**src/rtl/kdc_pkg.sv**
```systemverilog
package kdc_pkg;

   // Default display RAM depth and the fixed width of the reported change index.
   localparam int DISPLAY_DEPTH_DEF = 16;
   localparam int CHANGE_INDEX_W    = 4;

   // Bus access kinds and register offsets.
   localparam logic OP_WRITE    = 1'b0;
   localparam logic OP_READ     = 1'b1;
   localparam logic OFFSET_DATA = 1'b0;
   localparam logic OFFSET_CMD  = 1'b1;

   // Command codes carried in the top three bits of a command byte.
   typedef enum logic [2:0] {
      CMD_MODE          = 3'b000,
      CMD_CLOCK         = 3'b001,
      CMD_READ_SENSOR   = 3'b010,
      CMD_READ_DISPLAY  = 3'b011,
      CMD_WRITE_DISPLAY = 3'b100,
      CMD_BLANK         = 3'b101,
      CMD_CLEAR         = 3'b110,
      CMD_END_INTERRUPT = 3'b111
   } command_type;

   // One bus access as held in the input register.
   typedef struct packed {
      logic        op;
      logic        offset;
      logic [7:0]  write_data;
      logic        keys_enabled;
      logic [7:0]  dip_first;
      logic [7:0]  dip_second;
      logic [47:0] matrix_rows;
      logic [3:0]  pc_key;
   } item_type;

   // One result as held in the output register.
   typedef struct packed {
      logic [7:0]                read_data;
      logic                      lamp_changed;
      logic [CHANGE_INDEX_W-1:0] changed_index;
   } result_type;

endpackage

```
**src/rtl/keyboard_display_controller.sv**
```systemverilog
// Path: an access passes the input register, then the result register, before its
// result is offered; a full result register holds it in the input register.
// Throughput: one access per cycle while the receiver takes results; the decode, the
// display RAM access and the state update all sit between the input and result registers.
// Reset: synchronous, active high; clears all controller state and the display RAM.
module keyboard_display_controller #(
   parameter int DISPLAY_DEPTH = kdc_pkg::DISPLAY_DEPTH_DEF
) (
   input  logic        clock,
   input  logic        reset,
   input  logic        req_tvalid,
   output logic        req_tready,
   // [7:0] write_data, [8] keys_enabled, [16:9] dip_first, [24:17] dip_second,
   // [72:25] matrix_rows, [76:73] pc_key, [79:77] zero
   input  logic [79:0] req_tdata,
   // [0] op, [1] offset
   input  logic [1:0]  req_tuser,
   output logic        rsp_tvalid,
   input  logic        rsp_tready,
   // [7:0] read_data, [8] lamp_changed, [12:9] changed_index, [15:13] zero
   output logic [15:0] rsp_tdata
);

   import kdc_pkg::*;

   logic       in_valid_ff, in_valid_in;
   item_type   in_item_ff;
   logic       out_valid_ff, out_valid_in;
   result_type out_result_ff;
   item_type   req_item;
   result_type result;
   logic       req_fire;
   logic       advance;

   // Unpack the request transfer.
   assign req_item.op           = req_tuser[0];
   assign req_item.offset       = req_tuser[1];
   assign req_item.write_data   = req_tdata[7:0];
   assign req_item.keys_enabled = req_tdata[8];
   assign req_item.dip_first    = req_tdata[16:9];
   assign req_item.dip_second   = req_tdata[24:17];
   assign req_item.matrix_rows  = req_tdata[72:25];
   assign req_item.pc_key       = req_tdata[76:73];

   // An access moves on when the result register is free or being emptied.
   assign advance    = in_valid_ff && (!out_valid_ff || rsp_tready);
   assign req_tready = !in_valid_ff || advance;
   assign req_fire   = req_tvalid && req_tready;

   assign in_valid_in  = req_fire ? 1'b1 : (advance ? 1'b0 : in_valid_ff);
   assign out_valid_in = advance ? 1'b1 : (rsp_tready ? 1'b0 : out_valid_ff);

   kdc_ctrl #(
      .DISPLAY_DEPTH (DISPLAY_DEPTH)
   ) u_ctrl (
      .clock   (clock),
      .reset   (reset),
      .step_en (advance),
      .item    (in_item_ff),
      .result  (result)
   );

   // Handshake state.
   always_ff @(posedge clock) begin
      if (reset) begin
         in_valid_ff  <= 1'b0;
         out_valid_ff <= 1'b0;
      end else begin
         in_valid_ff  <= in_valid_in;
         out_valid_ff <= out_valid_in;
      end
   end

   // Input and result payload registers.
   always_ff @(posedge clock) begin
      if (req_fire) begin
         in_item_ff <= req_item;
      end
      if (advance) begin
         out_result_ff <= result;
      end
   end

   assign rsp_tvalid = out_valid_ff;
   assign rsp_tdata  = {3'b000, out_result_ff.changed_index, out_result_ff.lamp_changed,
                        out_result_ff.read_data};

`ifndef SYNTHESIS
   // The request side only stalls while the result register is occupied.
   a_stall_needs_full_output : assert property (@(posedge clock) disable iff (reset)
      !req_tready |-> rsp_tvalid)
      else $error("request stalled with an empty result register");

   // The reported change index always addresses the display RAM.
   a_change_index_range : assert property (@(posedge clock) disable iff (reset)
      rsp_tvalid |-> (rsp_tdata[12:9] < DISPLAY_DEPTH))
      else $error("changed index beyond display depth");

   // Nothing is offered in the cycle after reset.
   a_empty_after_reset : assert property (@(posedge clock) disable iff (reset)
      $past(reset) |-> !rsp_tvalid)
      else $error("result offered straight after reset");
`endif

endmodule

```
**src/rtl/kdc_sense.sv**
```systemverilog
module kdc_sense (
   input  logic [2:0]  row_sel,
   input  logic [7:0]  dip_first,
   input  logic [7:0]  dip_second,
   input  logic [47:0] matrix_rows,
   input  logic [3:0]  pc_key,
   output logic [7:0]  sense_data
);

   logic [7:0] raw;

   // Map the selected sensor row onto the switch banks and matrix rows.
   always_comb begin
      case (row_sel)
         3'd0: begin
            raw = dip_first;
         end
         3'd1: begin
            raw = matrix_rows[31:24];
         end
         3'd2: begin
            raw = matrix_rows[47:40];
         end
         3'd3: begin
            raw = matrix_rows[15:8];
         end
         3'd4: begin
            raw = dip_second;
         end
         3'd5: begin
            // Host keys fill the two lowest and the two highest bits of row two.
            raw = matrix_rows[23:16] | {pc_key[3:2], 4'b0000, pc_key[1:0]};
         end
         3'd6: begin
            raw = matrix_rows[39:32];
         end
         default: begin
            raw = matrix_rows[7:0];
         end
      endcase
   end

   // Sensor inputs are active low.
   assign sense_data = ~raw;

endmodule

```
**src/rtl/kdc_ctrl.sv**
```systemverilog
module kdc_ctrl #(
   parameter int DISPLAY_DEPTH = kdc_pkg::DISPLAY_DEPTH_DEF
) (
   input  logic                clock,
   input  logic                reset,
   input  logic                step_en,
   input  kdc_pkg::item_type   item,
   output kdc_pkg::result_type result
);

   import kdc_pkg::*;

   localparam int IDX_W = $clog2(DISPLAY_DEPTH);

   logic [4:0]       mode_word_ff, mode_word_in;
   logic [4:0]       clock_word_ff, clock_word_in;
   logic [2:0]       sensor_row_ff, sensor_row_in;
   logic             sensor_autoinc_ff, sensor_autoinc_in;
   logic [IDX_W-1:0] display_index_ff, display_index_in;
   logic             display_autoinc_ff, display_autoinc_in;
   logic             sensor_selected_ff, sensor_selected_in;
   logic             write_armed_ff, write_armed_in;
   logic             change_flag_ff, change_flag_in;
   logic [IDX_W-1:0] change_index_ff, change_index_in;
   logic [7:0]       memory_ff [DISPLAY_DEPTH];

   logic [IDX_W-1:0] wrap_lut [16];
   logic [IDX_W-1:0] cmd_index;
   logic [IDX_W-1:0] next_index;
   logic [7:0]       mem_rd;
   logic [7:0]       sense_data;
   logic [7:0]       read_data;
   logic             mem_we;
   command_type      cmd;

   // Command addresses reduced modulo the display depth.
   for (genvar i = 0; i < 16; i++) begin : g_wrap
      assign wrap_lut[i] = IDX_W'(i % DISPLAY_DEPTH);
   end

   assign cmd        = command_type'(item.write_data[7:5]);
   assign cmd_index  = wrap_lut[item.write_data[3:0]];
   assign next_index = (display_index_ff == IDX_W'(DISPLAY_DEPTH - 1)) ? '0
                                                                     : display_index_ff + 1'b1;
   assign mem_rd     = memory_ff[display_index_ff];

   kdc_sense u_sense (
      .row_sel     (sensor_row_ff),
      .dip_first   (item.dip_first),
      .dip_second  (item.dip_second),
      .matrix_rows (item.matrix_rows),
      .pc_key      (item.pc_key),
      .sense_data  (sense_data)
   );

   // Decode of one access and the next controller state.
   always_comb begin
      mode_word_in       = mode_word_ff;
      clock_word_in      = clock_word_ff;
      sensor_row_in      = sensor_row_ff;
      sensor_autoinc_in  = sensor_autoinc_ff;
      display_index_in   = display_index_ff;
      display_autoinc_in = display_autoinc_ff;
      sensor_selected_in = sensor_selected_ff;
      write_armed_in     = write_armed_ff;
      change_flag_in     = change_flag_ff;
      change_index_in    = change_index_ff;
      mem_we             = 1'b0;
      read_data          = 8'h00;
      if (step_en) begin
         if (item.op == OP_WRITE) begin
            if (item.offset == OFFSET_CMD) begin
               // Any command disarms display writes before it is decoded.
               write_armed_in = 1'b0;
               case (cmd)
                  CMD_MODE: begin
                     mode_word_in = item.write_data[4:0];
                  end
                  CMD_CLOCK: begin
                     clock_word_in = item.write_data[4:0];
                  end
                  CMD_READ_SENSOR: begin
                     sensor_row_in      = item.write_data[2:0];
                     sensor_autoinc_in  = item.write_data[4];
                     sensor_selected_in = 1'b1;
                  end
                  CMD_READ_DISPLAY: begin
                     display_index_in   = cmd_index;
                     display_autoinc_in = item.write_data[4];
                     sensor_selected_in = 1'b0;
                  end
                  CMD_WRITE_DISPLAY: begin
                     display_index_in   = cmd_index;
                     display_autoinc_in = item.write_data[4];
                     write_armed_in     = 1'b1;
                  end
                  default: begin
                  end
               endcase
            end else if (write_armed_ff) begin
               // Display data write: flag whether the stored byte changes.
               mem_we         = 1'b1;
               change_flag_in = (mem_rd != item.write_data);
               if (mem_rd != item.write_data) begin
                  change_index_in = display_index_ff;
               end
               if (display_autoinc_ff) begin
                  display_index_in = next_index;
               end
            end
         end else if (item.offset == OFFSET_DATA) begin
            if (sensor_selected_ff && item.keys_enabled) begin
               read_data = sense_data;
               if (sensor_autoinc_ff) begin
                  sensor_row_in = sensor_row_ff + 3'd1;
               end
            end else begin
               read_data = mem_rd;
               if (display_autoinc_ff) begin
                  display_index_in = next_index;
               end
            end
         end
      end
   end

   assign result.read_data     = read_data;
   assign result.lamp_changed  = change_flag_in;
   assign result.changed_index = CHANGE_INDEX_W'(change_index_in);

   // Controller state registers.
   always_ff @(posedge clock) begin
      if (reset) begin
         mode_word_ff       <= '0;
         clock_word_ff      <= '0;
         sensor_row_ff      <= '0;
         sensor_autoinc_ff  <= 1'b0;
         display_index_ff   <= '0;
         display_autoinc_ff <= 1'b0;
         sensor_selected_ff <= 1'b0;
         write_armed_ff     <= 1'b0;
         change_flag_ff     <= 1'b0;
         change_index_ff    <= '0;
      end else begin
         mode_word_ff       <= mode_word_in;
         clock_word_ff      <= clock_word_in;
         sensor_row_ff      <= sensor_row_in;
         sensor_autoinc_ff  <= sensor_autoinc_in;
         display_index_ff   <= display_index_in;
         display_autoinc_ff <= display_autoinc_in;
         sensor_selected_ff <= sensor_selected_in;
         write_armed_ff     <= write_armed_in;
         change_flag_ff     <= change_flag_in;
         change_index_ff    <= change_index_in;
      end
   end

   // Display RAM, cleared by reset.
   always_ff @(posedge clock) begin
      if (reset) begin
         for (int i = 0; i < DISPLAY_DEPTH; i++) begin
            memory_ff[i] <= 8'h00;
         end
      end else if (mem_we) begin
         memory_ff[display_index_ff] <= item.write_data;
      end
   end

endmodule

```
**config.mk**
```make
export PLATFORM = sky130hd
export DESIGN_NAME = keyboard_display_controller
export DESIGN_NICKNAME = d
export VERILOG_FILES = /design/src/rtl/kdc_pkg.sv /design/src/rtl/keyboard_display_controller.sv /design/src/rtl/kdc_sense.sv /design/src/rtl/kdc_ctrl.sv
export SDC_FILE = /design/constraint.sdc
export NUM_CORES = 1
export LEC_CHECK = 0
export BUFFER_PORTS_ARGS = -buffer_cell sky130_fd_sc_hd__buf_2
export CORE_ASPECT_RATIO = 0.7
export CORE_MARGIN = 10
export CORE_UTILIZATION = 45
export CTS_BUF_LIST = sky130_fd_sc_hd__clkbuf_2 sky130_fd_sc_hd__clkbuf_4 sky130_fd_sc_hd__clkbuf_8
export CTS_CLUSTER_SIZE = 40
export DETAILED_ROUTE_END_ITERATION = 7
export PLACE_DENSITY = 0.6
export SLEW_MARGIN = 5
export SYNTH_ARGS = -nofsm -noshare
export SYNTH_HDL_FRONTEND = slang
export SYNTH_SLANG_ARGS = --single-unit
```
**constraint.sdc**
```tcl
create_clock -name clock -period 4.1 [get_ports clock]
set_input_delay 0.205 -clock clock [delete_from_list [all_inputs] [get_ports clock]]
set_output_delay 0.205 -clock clock [all_outputs]
set_load 0.005 [all_outputs]
```
# After elaboration in Yosys (flattened, before gate mapping)
# Memory sizes are Yosys's and may differ from the RTL's. A register that Yosys moved wholly into a read port is not among the register bits.
# Cells that the tools add are included.
word_totals:
  n_memories: 2
  register_bits: 110
  mem_bits_ro: 64
  output_inout_bits: 18
  in_bits: 86
  mem_bits_rw: 128
  latch_bits: 0
  word_cells: 116
mem_list:
  columns: ["memory", "depth", "width", "read_ports", "rd_ports_with_merged_regs", "wr", "line", "source"]
  rows:
  - ["u_ctrl.memory_ff", 16, 8, 1, 1, 16, "kdc_ctrl.sv:25", "logic [7:0] memory_ff [DISPLAY_DEPTH];"]
  - ["(no name shown)", 16, 4, 1, 0, 0, "kdc_ctrl.sv:42", "assign cmd_index = wrap_lut[item.write_data[3:0]];"]
op_classes:
  eq_ne: 14
  mul: 0
  reduce_logical: 25
  bitwise: 4
  n_lt_le_gt_ge: 1
  addsub: 2
  n_mux: 47
  shifts: 0
  n_div: 0
ops:
  columns: ["operator", "n"]
  rows:
  - ["4-bit two-way mux", 18]
  - ["8-bit case mux with 7 select lines", 1]
  - ["1-bit two-way mux", 19]
  - ["3-bit two-way mux", 6]
  - ["8-bit two-way mux", 2]
  - ["2-bit nonzero test", 7]
  - ["3-bit by 2-bit == test with 1-bit output (second input constant)", 4]
  - ["3-bit == test (second input constant)", 4]
  - ["4-bit AND reduction", 3]
  - ["8-bit inequality test", 1]
  - ["8-bit NOT", 1]
  - ["8-bit OR", 1]
  - ["8-bit OR reduction", 1]
  - ["2-bit inequality test (second input constant)", 3]
  - ["6-bit AND reduction", 1]
  - ["5-bit >= comparator (second input constant)", 1]
  - ["4-bit NOT with 5-bit output", 1]
  - ["5-bit AND reduction", 1]
  - ["4-bit by 1-bit adder with 4-bit output (second input constant)", 1]
  - ["4-bit == test (second input constant)", 1]
  - ["2-bit OR reduction", 2]
  - ["3-bit by 1-bit adder with 3-bit output (second input constant)", 1]
  - ["3-bit by 1-bit == test with 1-bit output (second input constant)", 1]
  - ["1-bit logical AND", 3]
  - ["other kinds (7)", 9]

# Depth between registers and ports, before layout
depth:
  ltp_word: 9
  mapped_depth: 10
  ltp_nobuf: 7

# By module
# From an unflattened synthesis, not the netlist that was laid out.
hier_totals:
  hier_cells: 792
  area_unflattened_um2: 10991.8
modules_own_cells:
  columns: ["module", "cells_each", "n_inst", "area_per_inst_um2"]
  rows:
  - ["kdc_ctrl", 604, 1, 7502.2]
  - ["keyboard_display_controller", 106, 1, 2892.8]
  - ["kdc_sense", 82, 1, 596.8]

# Least setup slack after synthesis
# OpenSTA, ideal clock, no wires.
synth_path:
  kind: "register -> register"
  startpoint: "register out_valid_ff (netlist: rsp_tvalid)"
  endpoint: "register in_item_ff[0] in the netlist's numbering, enable pin"
  t_arrival_ns: 2.400
  setup_slack_ns: 1.254
  stages_incl_launch_ff: 4
  synth_period_minus_slack_ns: 2.846
  setup_time_ns: 0.446
  path_cell_list: "dfxtp_1 > nor2b_1 > nand2_1 > and2_1"
synth_via:
  elab_chain_len: 5
synth_rtl:
  columns: ["item", "line", "source"]
  rows:
  - ["from (decl)", "keyboard_display_controller.sv:28", "logic out_valid_ff, out_valid_in;"]
  - ["from (signal assigned)", "keyboard_display_controller.sv:70", "out_valid_ff <= out_valid_in;"]
  - ["1-bit zero test", "keyboard_display_controller.sv:46", "assign advance = in_valid_ff && (!out_valid_ff || rsp_tready);"]
  - ["1-bit logical OR", "keyboard_display_controller.sv:46", null]
  - ["1-bit logical AND", "keyboard_display_controller.sv:46", null]
  - ["1-bit logical OR", "keyboard_display_controller.sv:47", "assign req_tready = !in_valid_ff || advance;"]
  - ["via req_tready", "keyboard_display_controller.sv:12", "output logic req_tready,"]
  - ["1-bit logical AND", "keyboard_display_controller.sv:48", "assign req_fire = req_tvalid && req_tready;"]
  - ["to (signal assigned)", "keyboard_display_controller.sv:77", "in_item_ff <= req_item;"]
  - ["to (decl)", "keyboard_display_controller.sv:27", "item_type in_item_ff;"]
# The timed path passes the listed nets, and every way through them passes these cells.
# A chain may end at the register's enable or synchronous reset.

==> run_results.csv <==
group,metric,value,unit
critical_path,cp_slowest_cell,"dfxtp_2",
cells_and_area,synthToLayoutAreaGrowth,21.5,%
cts,hold_buffers,81,
logic_synthesis,synth_top_family_by_area,"simple AND/OR/NAND/NOR gates",
logic_synthesis,syn_area,10900,um^2
floorplanning,fp.dieW,206,um
timing,finalHoldViolCount,0,
logic_synthesis,yosysSeqAreaShare,64.9,%
global_routing,grt_pass1_vias,7298,
critical_path,cp.required,4490,ps
detailed_routing,drtPass1Iterations,5,
place,place_ws,858,ps
critical_path,critical-path-top-delay-family,"multiplexers",
place,dp_hpwl,18500,um
detailed_routing,post_drt_wl_per_cell,21.3,um
global_routing,antenna_found_initial,0,
place,placed_area,11600,um^2
power,p_leak,4.79,nW
logic_synthesis,synthArstFlopShare,0,%
detailed_routing,drc,0,
hold_path,min_from,"reset",
logic_synthesis,synthAdderAreaFrac,1.04,%
hold_path,min_path_cells,3,
cts,clk_latency,530,ps
cts,cts_resized,0,
critical_path,critical_path_arrival,3650,ps
logic_synthesis,synthTopCellsByArea,"edfxtp_1, mux4_2, and2_1",
cells_and_area,layout_common_cells,"edfxtp_1, and2_1, buf_2",
cells_and_area,fin_util,55.7,%
cts,cts_tree,"done",
critical_path,critPathCapture,"rsp_tdata[12]$_DFFE_PP_",
detailed_routing,vias,6968,
logic_synthesis,yosysWarningCount,0,
cts,cts_buffers,38,
cells_and_area,insertedDiodeCount,0,
critical_path,regToRegEndpoint,"rsp_tdata[12]$_DFFE_PP_",
detailed_routing,vias_per_cell,5.44,
timing,fmax,0.306,GHz
critical_path,startpoint_type,"flop",
cells_and_area,design_area,13200,um^2
critical_path,endpoint_kind,"flop",
place,port_buffers,97,
cts,cts_num_sinks,242,
logic_synthesis,synth_cells,750,
run_status,outcome,"finished, final reports clean",
timing,slew_headroom,29.6,%
timing,fin_ws,834,ps
cells_and_area,drive_above_1_share,25.1,%
place,gp_congestion,0.853,
floorplanning,rows,47,
cts,postCtsSetupRepairBufs,0,
timing,timing.final.crit_share,79.7,%
hold_path,min_path_type,"in2reg",
detailed_routing,wirelength,27400,um
global_routing,track_usage,17.7,%
critical_path,r2r_slack,830,ps
critical_path,crit_fanout,19,
global_routing,grt_pass1_wl,42100,um
logic_synthesis,synth.area.mux_share,9.56,%
timing,rsz0062_at_grt,"false",
timing,finalSetupViolations,0,
critical_path,worstPathCellList,"buf_4 -> mux4_2 -> mux2i_1 -> xnor2_1 -> nand4_1 -> o2bb2ai_1 -> a22oi_1 -> nand2_1",
logic_synthesis,yosys.area.top_type_share,60.8,%
cells_and_area,final_common_cell,"edfxtp_1",
detailed_routing,drt_iter0_markers,570,
logic_synthesis,synth_compound_area_share,7.17,%
global_routing,grt_overflow_total,0,
critical_path,critical_path_class,"reg2reg",
critical_path,critPathBufInv,1,
timing,final.min_clock_period,3270,ps
timing,setup_tns,0,ps
cells_and_area,filler_cell_count,1904,
logic_synthesis,syn_avg_cell_area,14.5,um^2
job,cap_viol_max_count,0,
cts,cts_max_level,2,
power,vdd_drop_max,0.326,mV
power,finalPower,5.18,mW
floorplanning,pin_count,104,
logic_synthesis,yosys_register_bits,242,
timing,fin_skew,13.3,ps
critical_path,cpPeakStageDelay,780,ps
floorplanning,dieArea,30900,um^2
critical_path,cp.depth,8,
logic_synthesis,yosys.area_share.simple,12.8,%
timing,slew_violations,0,
global_routing,grt_max_degree,80,
critical_path,r2r_cells,8,
floorplanning,core,23700,um^2
floorplanning,die_h,150,um
detailed_routing,ant_nets,0,
cts,cts_max_path_buffers,3,
logic_synthesis,synth_top_cell_by_area,"edfxtp_1",
power,powerDensity,393,nW/um^2
cts,clk_pin_slew,60,ps
logic_synthesis,synth_edf_count,220,
logic_synthesis,synth.distinct_cells,56,
cells_and_area,layout.nets,1031,
cts,clk_root_buffer_cell,"clkbuf_8",
logic_synthesis,synthXorXnorAreaFrac,1.77,%
timing,max_slew.worst_pin.slew,1060,ps
floorplanning,initial_core_util,45.8,%
logic_synthesis,ys.flop_type,"edfxtp_1",
==> final cells by class <==
type | count | area, um^2 | share of cell area (%)
clock buffers | 53 | 686 | 5.19
clock inverters | 15 | 66.3 | 0.502
inverters | 13 | 48.8 | 0.370
multi-input cells | 446 | 3530 | 26.8
flip-flops and latches | 242 | 7050 | 53.4
well taps | 318 | 398 | 3.01
repair buffers | 195 | 1420 | 10.8
==> per-layer routing <==
layer  part of all wire [%]  global-route usage, %  up-vias  wire, um
met5                      0                      0        -         0
met4                    1.3                   4.07        0       351
met3                    7.1                   3.74       34      1930
met2                     47                   27.5      228     12800
met1                     45                   25.0     3515     12300
li1                       -                      -     3191         -
==> sequential cells by signal, summed over array words and instances, names as in the netlist, named ones only <==
name / flops
u_ctrl.memory_ff: 128
u_ctrl.write_armed_ff: 1
rsp_tdata: 13
u_ctrl.sensor_row_ff: 3
u_ctrl.display_index_ff: 4
in_item_ff: 79
in_valid_ff: 1
rsp_tvalid: 1
u_ctrl.change_flag_ff: 1
u_ctrl.sensor_selected_ff: 1
u_ctrl.display_autoinc_ff: 1
u_ctrl.sensor_autoinc_ff: 1
u_ctrl.change_index_ff: 4
==> kinds of logic (layout without fill, tap and decap cells) <==
| family | after synthesis | after routing |
|---|---|---|
| AOI/OAI and AO/OA | 103 | 103 |
| xor gates and xnor gates | 22 | 22 |
| adders and majority gates | 9 | 9 |
| buffers and inverters | 64 | 276 |
| DFF | 242 | 242 |
| muxes | 61 | 61 |
| other | 1 | 3 |
| and+or+nand+nor | 248 | 248 |
==> power by group <==
group	internal (mW)	leakage [nW]	switching, mW
logic	0.155	1.99	0.162
registers	2.79	2.40	0.0593
clock network	1.08	0.405	0.936
total	4.03	4.79	1.16
==> synthesized netlist by cell type (2+ instances only) <==
library cell and instances:
buf_4 4, nand2_1 33, buf_1 2, ha_1 9, a22oi_1 13, o211ai_1 6, nand3_1 5, nand2b_1 7
a221oi_1 5, edfxtp_1 220, buf_2 3, a211oi_1 15, xnor2_1 11, nand4_1 2, xor2_1 11, dfxtp_1 22
a21oi_1 19, or3_1 3, a222oi_1 8, o21ai_0 15, mux2i_1 16, a311oi_1 2, nor4_1 6, clkbuf_1 36
nor3_2 5, mux2_2 12, nor2_1 34, and2_1 114, nor2b_1 6, o211ai_2 4, buf_6 3, a21oi_2 4
or2_1 16, mux4_2 32, inv_1 13, nor3_1 13, clkbuf_2 2
==> through the flow <==
step,std cells,hold slack (ps)
after floorplan,752,304
after global placement,1133,383
after CTS,1282,255
final,1282,273
after global routing,1282,264
after detailed placement,1133,383
==> how the worst min path moves through the flow <==
| stage | endpoint | slack (ps) |
|---|---|---|
| 5_1_grt | in_valid_ff$_SDFFE_PP0P_ | 260 |
| 2_1_floorplan | in_item_ff[0]$_DFFE_PP_ | 300 |
| 6_report | u_ctrl.sensor_selected_ff$_SDFFE_PP0P_ | 270 |
| 3_3_place_gp | in_item_ff[73]$_DFFE_PP_ | 380 |
| 3_5_place_dp | in_item_ff[73]$_DFFE_PP_ | 380 |
| 4_1_cts | u_ctrl.sensor_selected_ff$_SDFFE_PP0P_ | 250 |
==> tightest hold or removal path, cell delays in order <==
cell and delay [ps]:
buf_2 140, buf_4 270, nor2_1 130
No activity file was read; power rests on OpenSTA's default activity.
